`src/rtl/dcpg_pkg.sv`:
```
// Shared types, constants and helpers for the DMA copy-program generator.
// Depends on nothing; every other file uses it.
package dcpg_pkg;

    localparam int PROGRAM_BYTES = 128;
    localparam int BURST_BEATS   = 16;
    localparam int MAX_RESULTS   = 26;

    localparam int ADDR_W   = 32;
    localparam int BYTES_W  = 16;
    localparam int CHAN_W   = 3;
    localparam int INSN_W   = 48;
    localparam int LEN_W    = 3;
    localparam int STS_W    = 2;

    localparam int WORDS_W  = BYTES_W - 2;
    localparam int SNG_W    = $clog2(BURST_BEATS + 1);
    localparam int RECIP_SH = WORDS_W + 5;
    localparam int RECIP_W  = RECIP_SH + 1;
    localparam int RECIP    = ((2 ** RECIP_SH) + BURST_BEATS - 1) / BURST_BEATS;
    localparam int PROD_W   = WORDS_W + RECIP_W;
    localparam int LOOP_MAX = 256;
    localparam int LOOP_W   = WORDS_W - 8 + 1;
    localparam int SUM_W    = 16;

    localparam logic [7:0] OP_MOV   = 8'hbc;
    localparam logic [7:0] OP_LP    = 8'h20;
    localparam logic [7:0] OP_LPEND = 8'h28;
    localparam logic [7:0] OP_LD    = 8'h04;
    localparam logic [7:0] OP_ST    = 8'h08;
    localparam logic [7:0] OP_SEV   = 8'h34;
    localparam logic [7:0] OP_END   = 8'h00;

    localparam logic [7:0] MOV_SAR  = 8'd0;
    localparam logic [7:0] MOV_CCR  = 8'd1;
    localparam logic [7:0] MOV_DAR  = 8'd2;

    localparam logic [STS_W-1:0] ST_OK    = 2'd0;
    localparam logic [STS_W-1:0] ST_ALIGN = 2'd1;
    localparam logic [STS_W-1:0] ST_LEN   = 2'd2;
    localparam logic [STS_W-1:0] ST_LONG  = 2'd3;

    typedef logic [3:0] ins_sel_t;

    localparam ins_sel_t I_CCR   = 4'd0;
    localparam ins_sel_t I_SAR   = 4'd1;
    localparam ins_sel_t I_DAR   = 4'd2;
    localparam ins_sel_t I_LP    = 4'd3;
    localparam ins_sel_t I_LD    = 4'd4;
    localparam ins_sel_t I_ST    = 4'd5;
    localparam ins_sel_t I_LPEND = 4'd6;
    localparam ins_sel_t I_CCR1  = 4'd7;
    localparam ins_sel_t I_SLP   = 4'd8;
    localparam ins_sel_t I_SEV   = 4'd9;
    localparam ins_sel_t I_END   = 4'd10;
    localparam ins_sel_t I_ERR   = 4'd11;

    typedef struct packed {
        logic     load;
        logic     mul;
        logic     div;
        logic     size;
        logic     emit;
        ins_sel_t sel;
        logic     dec;
    } dcpg_cmd_t;

    typedef struct packed {
        logic [STS_W-1:0] code;
        logic             rem_zero;
        logic             rem_last;
        logic             single_zero;
    } dcpg_sts_t;

    function automatic logic [31:0] make_ccr(input logic [4:0] beats);
        logic [3:0]  len;
        logic [31:0] c;
        len = 4'(beats - 5'd1);
        c = 32'd0;
        c[0]     = 1'b1;
        c[14]    = 1'b1;
        c[8]     = 1'b1;
        c[22]    = 1'b1;
        c[7:4]   = len;
        c[21:18] = len;
        c[2:1]   = 2'd2;
        c[16:15] = 2'd2;
        return c;
    endfunction

    function automatic logic [INSN_W-1:0] mov_word(input logic [7:0] rsel,
                                                   input logic [31:0] val);
        return {val, rsel, OP_MOV};
    endfunction

    localparam logic [31:0] CCR_BURST  = make_ccr(5'(BURST_BEATS));
    localparam logic [31:0] CCR_SINGLE = make_ccr(5'd1);

endpackage

```
`src/rtl/dcpg_if.sv`:
```
// Valid/ready channel interfaces for requests and emitted instructions.
// Depends on dcpg_pkg.
interface dcpg_req_if;
    logic                         valid;
    logic                         ready;
    logic [dcpg_pkg::ADDR_W-1:0]  source_address;
    logic [dcpg_pkg::ADDR_W-1:0]  dest_address;
    logic [dcpg_pkg::BYTES_W-1:0] byte_count;
    logic [dcpg_pkg::CHAN_W-1:0]  channel_number;

    modport source (output valid, source_address, dest_address, byte_count,
                    channel_number, input ready);
    modport sink   (input valid, source_address, dest_address, byte_count,
                    channel_number, output ready);
endinterface

interface dcpg_ins_if;
    logic                        valid;
    logic                        ready;
    logic [dcpg_pkg::INSN_W-1:0] instruction_word;
    logic [dcpg_pkg::LEN_W-1:0]  instruction_length;
    logic [dcpg_pkg::STS_W-1:0]  status_code;
    logic                        last_of_run;

    modport source (output valid, instruction_word, instruction_length, status_code,
                    last_of_run, input ready);
    modport sink   (input valid, instruction_word, instruction_length, status_code,
                    last_of_run, output ready);
endinterface

```
`src/rtl/dma_copy_program_generator.sv`:
```
// Top level of the DMA copy-program generator: sequencer plus datapath.
// Depends on dcpg_pkg, dcpg_if, dcpg_ctrl and dcpg_dpath.
//
// req carries one copy request (source, destination, byte count, channel).
// ins carries the generated program, one instruction per item, first byte in
// bits 7:0; last_of_run marks END, or the single error item (length 0 and a
// nonzero status code) for a misaligned address, a bad length or a program
// that would not fit the buffer or the instruction limit.
// A request is taken only when the block is idle. After acceptance, the
// sizing steps (reciprocal multiply, quotient, remainder/loop count) and the
// check step pass before the first item is registered for output.
// Then one item leaves per cycle while ins is ready; the longest program is
// 26 instructions. A stall on ins holds the current item in the output
// register and freezes the sequencer in its emit states. Reset empties the
// output register and returns to idle.
module dma_copy_program_generator
(
    input  logic        clk,
    input  logic        rst_n,
    dcpg_req_if.sink    req,
    dcpg_ins_if.source  ins
);
    import dcpg_pkg::*;

    dcpg_cmd_t cmd;
    dcpg_sts_t sts;

    dcpg_ctrl u_ctrl
    (
        .clk       (clk),
        .rst_n     (rst_n),
        .req_valid (req.valid),
        .req_ready (req.ready),
        .ins_ready (ins.ready),
        .ins_valid (ins.valid),
        .sts       (sts),
        .cmd       (cmd)
    );

    dcpg_dpath u_dpath
    (
        .clk                (clk),
        .source_address     (req.source_address),
        .dest_address       (req.dest_address),
        .byte_count         (req.byte_count),
        .channel_number     (req.channel_number),
        .cmd                (cmd),
        .sts                (sts),
        .instruction_word   (ins.instruction_word),
        .instruction_length (ins.instruction_length),
        .status_code        (ins.status_code),
        .last_of_run        (ins.last_of_run)
    );

endmodule

```
`src/rtl/dcpg_ctrl.sv`:
```
// Sequencer for the copy-program generator: sizing steps, then one instruction
// per step. Depends on dcpg_pkg.
module dcpg_ctrl
(
    input  logic                clk,
    input  logic                rst_n,
    input  logic                req_valid,
    output logic                req_ready,
    input  logic                ins_ready,
    output logic                ins_valid,
    input  dcpg_pkg::dcpg_sts_t sts,
    output dcpg_pkg::dcpg_cmd_t cmd
);
    import dcpg_pkg::*;

    localparam logic [4:0] S_IDLE = 5'd0;
    localparam logic [4:0] S_MUL  = 5'd1;
    localparam logic [4:0] S_DIV  = 5'd2;
    localparam logic [4:0] S_SIZE = 5'd3;
    localparam logic [4:0] S_CHK  = 5'd4;
    localparam logic [4:0] E_CCR  = 5'd5;
    localparam logic [4:0] E_SAR  = 5'd6;
    localparam logic [4:0] E_DAR  = 5'd7;
    localparam logic [4:0] E_LP   = 5'd8;
    localparam logic [4:0] E_LD   = 5'd9;
    localparam logic [4:0] E_ST   = 5'd10;
    localparam logic [4:0] E_LE   = 5'd11;
    localparam logic [4:0] E_CCR1 = 5'd12;
    localparam logic [4:0] E_SLP  = 5'd13;
    localparam logic [4:0] E_SLD  = 5'd14;
    localparam logic [4:0] E_SST  = 5'd15;
    localparam logic [4:0] E_SLE  = 5'd16;
    localparam logic [4:0] E_SEV  = 5'd17;
    localparam logic [4:0] E_END  = 5'd18;
    localparam logic [4:0] E_ERR  = 5'd19;

    logic [4:0] state_reg;
    logic [4:0] state_next;
    logic       ovalid_reg;
    logic       ovalid_next;
    logic       slot_free;
    logic [4:0] after_body;

    assign slot_free = !ovalid_reg || ins_ready;
    assign req_ready = (state_reg == S_IDLE);
    assign ins_valid = ovalid_reg;

    // where to go once the burst loops are done
    assign after_body = sts.single_zero ? E_SEV : E_CCR1;

    always_comb
    begin
        cmd        = '0;
        state_next = state_reg;
        unique case (state_reg)
            S_IDLE:
            begin
                if (req_valid)
                begin
                    cmd.load   = 1'b1;
                    state_next = S_MUL;
                end
            end
            S_MUL:
            begin
                cmd.mul    = 1'b1;
                state_next = S_DIV;
            end
            S_DIV:
            begin
                cmd.div    = 1'b1;
                state_next = S_SIZE;
            end
            S_SIZE:
            begin
                cmd.size   = 1'b1;
                state_next = S_CHK;
            end
            S_CHK:
            begin
                state_next = (sts.code == ST_OK) ? E_CCR : E_ERR;
            end
            default:
            begin
                if (slot_free)
                begin
                    cmd.emit = 1'b1;
                    unique case (state_reg)
                        E_CCR:
                        begin
                            cmd.sel    = I_CCR;
                            state_next = E_SAR;
                        end
                        E_SAR:
                        begin
                            cmd.sel    = I_SAR;
                            state_next = E_DAR;
                        end
                        E_DAR:
                        begin
                            cmd.sel    = I_DAR;
                            state_next = sts.rem_zero ? after_body : E_LP;
                        end
                        E_LP:
                        begin
                            cmd.sel    = I_LP;
                            state_next = E_LD;
                        end
                        E_LD:
                        begin
                            cmd.sel    = I_LD;
                            state_next = E_ST;
                        end
                        E_ST:
                        begin
                            cmd.sel    = I_ST;
                            state_next = E_LE;
                        end
                        E_LE:
                        begin
                            cmd.sel    = I_LPEND;
                            cmd.dec    = 1'b1;
                            state_next = sts.rem_last ? after_body : E_LP;
                        end
                        E_CCR1:
                        begin
                            cmd.sel    = I_CCR1;
                            state_next = E_SLP;
                        end
                        E_SLP:
                        begin
                            cmd.sel    = I_SLP;
                            state_next = E_SLD;
                        end
                        E_SLD:
                        begin
                            cmd.sel    = I_LD;
                            state_next = E_SST;
                        end
                        E_SST:
                        begin
                            cmd.sel    = I_ST;
                            state_next = E_SLE;
                        end
                        E_SLE:
                        begin
                            cmd.sel    = I_LPEND;
                            state_next = E_SEV;
                        end
                        E_SEV:
                        begin
                            cmd.sel    = I_SEV;
                            state_next = E_END;
                        end
                        E_END:
                        begin
                            cmd.sel    = I_END;
                            state_next = S_IDLE;
                        end
                        E_ERR:
                        begin
                            cmd.sel    = I_ERR;
                            state_next = S_IDLE;
                        end
                        default:
                        begin
                            cmd.emit   = 1'b0;
                            state_next = S_IDLE;
                        end
                    endcase
                end
            end
        endcase
    end

    assign ovalid_next = cmd.emit ? 1'b1 : (ins_ready ? 1'b0 : ovalid_reg);

    always_ff @(posedge clk or negedge rst_n)
    begin
        if (!rst_n)
        begin
            state_reg  <= S_IDLE;
            ovalid_reg <= 1'b0;
        end
        else
        begin
            state_reg  <= state_next;
            ovalid_reg <= ovalid_next;
        end
    end

endmodule

```
`src/rtl/dcpg_dpath.sv`:
```
// Datapath: request registers, burst/remainder split, size check and the
// instruction output register. Depends on dcpg_pkg.
module dcpg_dpath
(
    input  logic                          clk,
    input  logic [dcpg_pkg::ADDR_W-1:0]   source_address,
    input  logic [dcpg_pkg::ADDR_W-1:0]   dest_address,
    input  logic [dcpg_pkg::BYTES_W-1:0]  byte_count,
    input  logic [dcpg_pkg::CHAN_W-1:0]   channel_number,
    input  dcpg_pkg::dcpg_cmd_t           cmd,
    output dcpg_pkg::dcpg_sts_t           sts,
    output logic [dcpg_pkg::INSN_W-1:0]   instruction_word,
    output logic [dcpg_pkg::LEN_W-1:0]    instruction_length,
    output logic [dcpg_pkg::STS_W-1:0]    status_code,
    output logic                          last_of_run
);
    import dcpg_pkg::*;

    logic [ADDR_W-1:0]  src_reg;
    logic [ADDR_W-1:0]  dst_reg;
    logic [BYTES_W-1:0] bytes_reg;
    logic [CHAN_W-1:0]  chan_reg;
    logic [PROD_W-1:0]  prod_reg;
    logic [WORDS_W-1:0] rem_reg;
    logic [SNG_W-1:0]   single_reg;
    logic [LOOP_W-1:0]  loops_reg;

    logic [INSN_W-1:0]  word_reg;
    logic [LEN_W-1:0]   len_reg;
    logic [STS_W-1:0]   code_reg;
    logic               last_reg;

    logic [WORDS_W-1:0] words;
    logic [WORDS_W-1:0] burst_words;
    logic [WORDS_W:0]   rem_round;
    logic [SUM_W-1:0]   nbytes;
    logic [SUM_W-1:0]   nres;
    logic [STS_W-1:0]   chk_code;
    logic [7:0]         lp_cnt;
    logic [7:0]         slp_cnt;
    logic [INSN_W-1:0]  word_next;
    logic [LEN_W-1:0]   len_next;
    logic [STS_W-1:0]   code_next;
    logic               last_next;

    assign words       = bytes_reg[BYTES_W-1:2];
    assign burst_words = WORDS_W'(rem_reg * WORDS_W'(BURST_BEATS));
    assign rem_round   = {1'b0, rem_reg} + (WORDS_W+1)'(LOOP_MAX - 1);

    // program size in bytes and instructions
    assign nbytes = SUM_W'(21) + SUM_W'(loops_reg) * SUM_W'(6)
                  + ((single_reg != '0) ? SUM_W'(12) : SUM_W'(0));
    assign nres   = SUM_W'(5) + SUM_W'(loops_reg) * SUM_W'(4)
                  + ((single_reg != '0) ? SUM_W'(5) : SUM_W'(0));

    always_comb
    begin
        if (src_reg[1:0] != 2'd0 || dst_reg[1:0] != 2'd0)
            chk_code = ST_ALIGN;
        else if (bytes_reg[1:0] != 2'd0)
            chk_code = ST_LEN;
        else if (nbytes > SUM_W'(PROGRAM_BYTES) || nres > SUM_W'(MAX_RESULTS))
            chk_code = ST_LONG;
        else
            chk_code = ST_OK;
    end

    assign sts.code        = chk_code;
    assign sts.rem_zero    = (rem_reg == '0);
    assign sts.rem_last    = (rem_reg <= WORDS_W'(LOOP_MAX));
    assign sts.single_zero = (single_reg == '0);

    assign lp_cnt  = (rem_reg >= WORDS_W'(LOOP_MAX)) ? 8'hff : 8'(rem_reg[7:0] - 8'd1);
    assign slp_cnt = 8'(8'(single_reg) - 8'd1);

    always_comb
    begin
        word_next = '0;
        len_next  = 3'd2;
        code_next = ST_OK;
        last_next = 1'b0;
        unique case (cmd.sel)
            I_CCR:
            begin
                word_next = mov_word(MOV_CCR, CCR_BURST);
                len_next  = 3'd6;
            end
            I_SAR:
            begin
                word_next = mov_word(MOV_SAR, src_reg);
                len_next  = 3'd6;
            end
            I_DAR:
            begin
                word_next = mov_word(MOV_DAR, dst_reg);
                len_next  = 3'd6;
            end
            I_CCR1:
            begin
                word_next = mov_word(MOV_CCR, CCR_SINGLE);
                len_next  = 3'd6;
            end
            I_LP:    word_next = INSN_W'({lp_cnt, OP_LP});
            I_SLP:   word_next = INSN_W'({slp_cnt, OP_LP});
            I_LPEND: word_next = INSN_W'({8'd2, OP_LPEND | 8'h10});
            I_LD:
            begin
                word_next = INSN_W'(OP_LD);
                len_next  = 3'd1;
            end
            I_ST:
            begin
                word_next = INSN_W'(OP_ST);
                len_next  = 3'd1;
            end
            I_SEV:   word_next = INSN_W'({chan_reg, 3'd0, OP_SEV});
            I_END:
            begin
                word_next = INSN_W'(OP_END);
                len_next  = 3'd1;
                last_next = 1'b1;
            end
            I_ERR:
            begin
                len_next  = 3'd0;
                code_next = chk_code;
                last_next = 1'b1;
            end
            default:
            begin
                word_next = '0;
                len_next  = 3'd0;
            end
        endcase
    end

    always_ff @(posedge clk)
    begin
        if (cmd.load)
        begin
            src_reg   <= source_address;
            dst_reg   <= dest_address;
            bytes_reg <= byte_count;
            chan_reg  <= channel_number;
        end
        if (cmd.mul)
            prod_reg <= PROD_W'(words) * PROD_W'(RECIP);
        // quotient by reciprocal is exact for the whole word range
        if (cmd.div)
            rem_reg <= prod_reg[RECIP_SH +: WORDS_W];
        if (cmd.size)
        begin
            single_reg <= SNG_W'(words - burst_words);
            loops_reg  <= rem_round[WORDS_W:8];
        end
        if (cmd.dec)
            rem_reg <= sts.rem_last ? '0 : WORDS_W'(rem_reg - WORDS_W'(LOOP_MAX));
        if (cmd.emit)
        begin
            word_reg <= word_next;
            len_reg  <= len_next;
            code_reg <= code_next;
            last_reg <= last_next;
        end
    end

    assign instruction_word   = word_reg;
    assign instruction_length = len_reg;
    assign status_code        = code_reg;
    assign last_of_run        = last_reg;

endmodule

```
`src/flat_wrapper.sv`:
```
// flat-port wrapper written by rule: the top's interface ports become plain ports
module dma_copy_program_generator_flat import dcpg_pkg::*;
  (clk, rst_n, req_valid, req_source_address, req_dest_address, req_byte_count, req_channel_number, req_ready, ins_valid, ins_instruction_word, ins_instruction_length, ins_status_code, ins_last_of_run, ins_ready);
  dcpg_req_if req_i ();
  dcpg_ins_if ins_i ();
  input  logic clk;
  input  logic rst_n;
  input wire logic [$bits(req_i.valid)-1:0] req_valid;
  input wire logic [$bits(req_i.source_address)-1:0] req_source_address;
  input wire logic [$bits(req_i.dest_address)-1:0] req_dest_address;
  input wire logic [$bits(req_i.byte_count)-1:0] req_byte_count;
  input wire logic [$bits(req_i.channel_number)-1:0] req_channel_number;
  output wire logic [$bits(req_i.ready)-1:0] req_ready;
  output wire logic [$bits(ins_i.valid)-1:0] ins_valid;
  output wire logic [$bits(ins_i.instruction_word)-1:0] ins_instruction_word;
  output wire logic [$bits(ins_i.instruction_length)-1:0] ins_instruction_length;
  output wire logic [$bits(ins_i.status_code)-1:0] ins_status_code;
  output wire logic [$bits(ins_i.last_of_run)-1:0] ins_last_of_run;
  input wire logic [$bits(ins_i.ready)-1:0] ins_ready;
  assign req_i.valid = req_valid;
  assign req_i.source_address = req_source_address;
  assign req_i.dest_address = req_dest_address;
  assign req_i.byte_count = req_byte_count;
  assign req_i.channel_number = req_channel_number;
  assign req_ready = req_i.ready;
  assign ins_valid = ins_i.valid;
  assign ins_instruction_word = ins_i.instruction_word;
  assign ins_instruction_length = ins_i.instruction_length;
  assign ins_status_code = ins_i.status_code;
  assign ins_last_of_run = ins_i.last_of_run;
  assign ins_i.ready = ins_ready;
  dma_copy_program_generator u_core (.clk(clk), .rst_n(rst_n), .req(req_i), .ins(ins_i));
endmodule
```
`config.mk`:
```
export PLATFORM = sky130hd
export DESIGN_NAME = dma_copy_program_generator_flat
export DESIGN_NICKNAME = d
export VERILOG_FILES = /design/src/rtl/dcpg_pkg.sv /design/src/rtl/dcpg_if.sv /design/src/rtl/dma_copy_program_generator.sv /design/src/rtl/dcpg_ctrl.sv /design/src/rtl/dcpg_dpath.sv /design/src/flat_wrapper.sv
export SDC_FILE = /design/constraint.sdc
export NUM_CORES = 1
export LEC_CHECK = 0
export ABC_AREA = 1
export BUFFER_PORTS_ARGS = -buffer_cell sky130_fd_sc_hd__buf_2
export CAP_MARGIN = 5
export CORE_MARGIN = 4
export CORE_UTILIZATION = 50
export DETAILED_ROUTE_END_ITERATION = 16
export PLACE_DENSITY = 0.74
export SYNTH_ARGS = -nofsm -noshare
export SYNTH_HDL_FRONTEND = slang
export SYNTH_SLANG_ARGS = --single-unit
```
`constraint.sdc`:
```
create_clock -name clk -period 9.7 [get_ports clk]
set_input_delay 1.94 -clock clk [delete_from_list [all_inputs] [get_ports clk]]
set_output_delay 1.94 -clock clk [all_outputs]
set_load 0.05 [all_outputs]
```
==> impl_results.md <==
* Outcome: finished clean
* Num CTS Buffers at 17
* All-Layer GR Usage at between 10% and 20%
* Routed Antenna Nets at 0
* Die H at roughly 130 µm
* Synth cell types at 44
* EDFF count, synth at 170
* Buf+Inv Stages, Crit Path at 2
* Root buf cell: clkbuf_16
* Net switching fraction of the power at a little over two fifths
* First-pass GRT wire length at between 20000 and 25000 µm
* Cell internal pwr at 0.00184 W
* Area after DPL at just under 9000 µm²
* Slew @ Worst Pin at 1.11 ns
* Core box area at 15300 µm²
* # rows at 45
* Flop pwr share at 39.3%
* # IOs at 143
* DR DRC count at 0
* Clock Pin Slew Worst Setup and Hold Paths at 0.07 ns
* Largest net degree at the start of global routing at 50
* Port bufs at 139
* Antenna violations before repair at 0
* Initial Util at between 50% and 60%
* CTS tree: built
* Flop and latch count out of synthesis at 176
* CTS sink count at between 150 and 200
* Post-route cell area at 9310 µm²
* Number of hold buffers added after CTS at 0
* Max FFs per register at 45
* Max stage delay cell, worst path: dfrtp_1
* Delay-heaviest family, CP: simple AND/OR/NAND/NOR gates
* Seq/Total Area, Yosys at 67.1%
* CP Max Fanout at 7
* GP Congestion at 0.854
* TritonRoute pass-1 iters at 5
* Ys flop type: edfxtp_1
* Leakage at roughly 3.8 nW
* Die width at 133 µm
* Layout Nets at between 900 and 1k
* Vias post-DR at between 5k and 6k
* Post-synthesis average cell area at 11.5 µm²
* Worst Setup Path Type: reg2out
* P_sw at 0.00140 W
* Pwr dens at 348 nW/µm²
* Mapped Area at about 7800 µm²
* Clock Power Share at about a fifth
* CP Capture Type: output pin
* Worst relative slew slack at 26.0%
* Vias in the first global route at 5128
* Layout cells sized above 1 at 24.9%
* Worst vdd ir at 237 µV
* Post-Syn Instances at 682
* Endpoints failing setup at 0
* Ant diodes at 0
* Final WL at roughly 15000 µm
* Max clock buf depth at 2
* Final Max Tran Viols at 0
* Comb pwr share at 40.7%
* Asr flop ratio synth at around 3.4%
* Crit start category: flip-flop
* Area growth, synth to finish at 18.9%
* Post-DP HPWL at 11300 µm
* Tmin final at ~3.8 ns
* Worst-Skew Late Latency at 0.43 ns
* HP Class: reg2reg
* Worst clock skew at ~0.0065 ns
* Worst Path Required at 7.76 ns
* CP Cell Sequence: nor2_2 -> inv_1 -> nor2_1 -> buf_2
* DR vias/cell at 4.98
* Largest incremental delay on the critical path at 0.47 ns
* RSZ-0062 raised after global routing: false
* Grt total ovfl at 0
* Detailed-route wire length per cell at 14.5 µm
* CTS H-Tree Depth at 4
* Synth area leaders: edfxtp_1 (65%), nand2_1 (8.5%), inv_1 (3.4%)
* Area leader, netlist: edfxtp_1
* Total Neg Setup Slack at 0 ns
* Cts repair resizes at 0
* Ys Warns at 0
* Post-CTS Setup Bufs at 0
* Max-capacitance violation count at 0
* Final Hold Vio Count at 0
* Share of the synthesized area in the top cell type at 65.2%
* Period utilization at between 30% and 40%
* DR iter-0 viols at 387
* Die Footprint at 17700 µm²
* Critical Path AT at 1.90 ns
* Fmax at 261 MHz
* Finished Core Util at a little over 60%
## metal layers
metal  wire, µm  track usage (%)  vias up
met5          0                0        -
met4        442             6.63        0
met3       1220             5.14       35
met2       7480             29.1      241
met1       6230             22.2     2388
li1           -                -     2602
## final cells by class
| cell class | instances | area, µm² |
|---|---|---|
| clock buffers | 18 | 429 |
| clock inverters | 14 | 131 |
| flip-flops and latches | 176 | 5260 |
| fillers | 1242 | 5950 |
| multi-input cells | 417 | 2220 |
| repair buffers | 142 | 718 |
| well taps | 211 | 264 |
| inverters | 79 | 297 |
## synthesized netlist by cell type, types with 5 or more instances
cell	count
nand3_1	36
dfrtp_1	6
a21oi_1	19
ha_1	21
nand4_1	8
inv_2	8
edfxtp_1	170
o21ai_0	21
nor2_1	62
buf_4	5
nor2_2	5
inv_1	71
nand2_2	6
xor2_1	14
nand2_1	177
nor3_1	7
## final timing paths
kind,to,slack [ns],cells past startpoint,startpoint
max,req_ready,5.86,4,u_core.u_ctrl.state_reg[2]$_DFFE_PN0P_
min,u_core.u_dpath.single_reg[0]$_DFFE_PP_,0.42,0,u_core.u_dpath.bytes_reg[2]$_DFFE_PP_
max reg2reg,u_core.u_ctrl.state_reg[2]$_DFFE_PN0P_,6.64,19,u_core.u_dpath.single_reg[0]$_DFFE_PP_
min reg2reg,u_core.u_dpath.single_reg[0]$_DFFE_PP_,0.42,0,u_core.u_dpath.bytes_reg[2]$_DFFE_PP_
max in group asynchronous,u_core.u_ctrl.state_reg[0]$_DFFE_PN0P_,8.19,1,rst_n
min in group asynchronous,u_core.u_ctrl.state_reg[1]$_DFFE_PN0P_,1.34,1,rst_n
## cells by family (layout without fill, tap and decap cells)
group,Yosys count,in the layout,synth area share [%]
xor gates and xnor gates,16,16,1.79
adders and majority gates,22,22,3.61
other,1,3,0.0479
buffers and inverters,91,253,4.92
AOI/OAI and AO/OA,56,56,4.27
DFF,176,176,67.1
and+or+nand+nor,320,320,18.3
## worst register-to-register path, cell delays in order, from the launching register on
cell      delay, ns
edfxtp_1       0.36
inv_1          0.14
ha_1           0.16
inv_1          0.03
nor2_1         0.16
nand2_1        0.17
inv_1          0.21
ha_1           0.18
inv_1          0.04
ha_1           0.21
ha_1           0.28
nand3b_1       0.09
a21oi_1        0.05
nor2_1         0.11
nand3_1        0.08
nor2_1         0.20
nand4_1        0.20
nor2_1         0.17
nor2_1         0.06
nor2_1         0.08
## power by group through the flow
stage,logic (W),clock network (W),registers (W)
6_report,0.00132,0.000649,0.00127
5_1_grt,0.00144,0.000698,0.00130
4_1_cts,0.00132,0.000661,0.00127
3_5_place_dp,0.00132,0,0.00129
3_3_place_gp,0.00130,0,0.00129
2_1_floorplan,0.000631,0,0.00168
## cell usage in the layout (no fill, tap or decap), types with 8 or more instances in the layout
cell type and count:
xor2_1 14, edfxtp_1 170, nand4_1 8, nand3_1 36, a21oi_1 19, inv_1 71
nor2_1 62, clkbuf_16 17, inv_2 8, ha_1 21, nand2_1 177, o21ai_0 21
buf_2 139
## stage by stage
stage | cells | hold WS, ns | power (W) | setup slack, ns
global placement | 1025 | 0.403 | 0.00258 | 5.72
CTS | 1057 | 0.420 | 0.00326 | 5.84
detailed placement | 1025 | 0.405 | 0.00261 | 5.61
finish | 1057 | 0.418 | 0.00324 | 5.86
floorplan | 684 | 0.400 | 0.00232 | 1.47
global route | 1057 | 0.425 | 0.00343 | 5.74
Power figures use the tool's default switching activity.
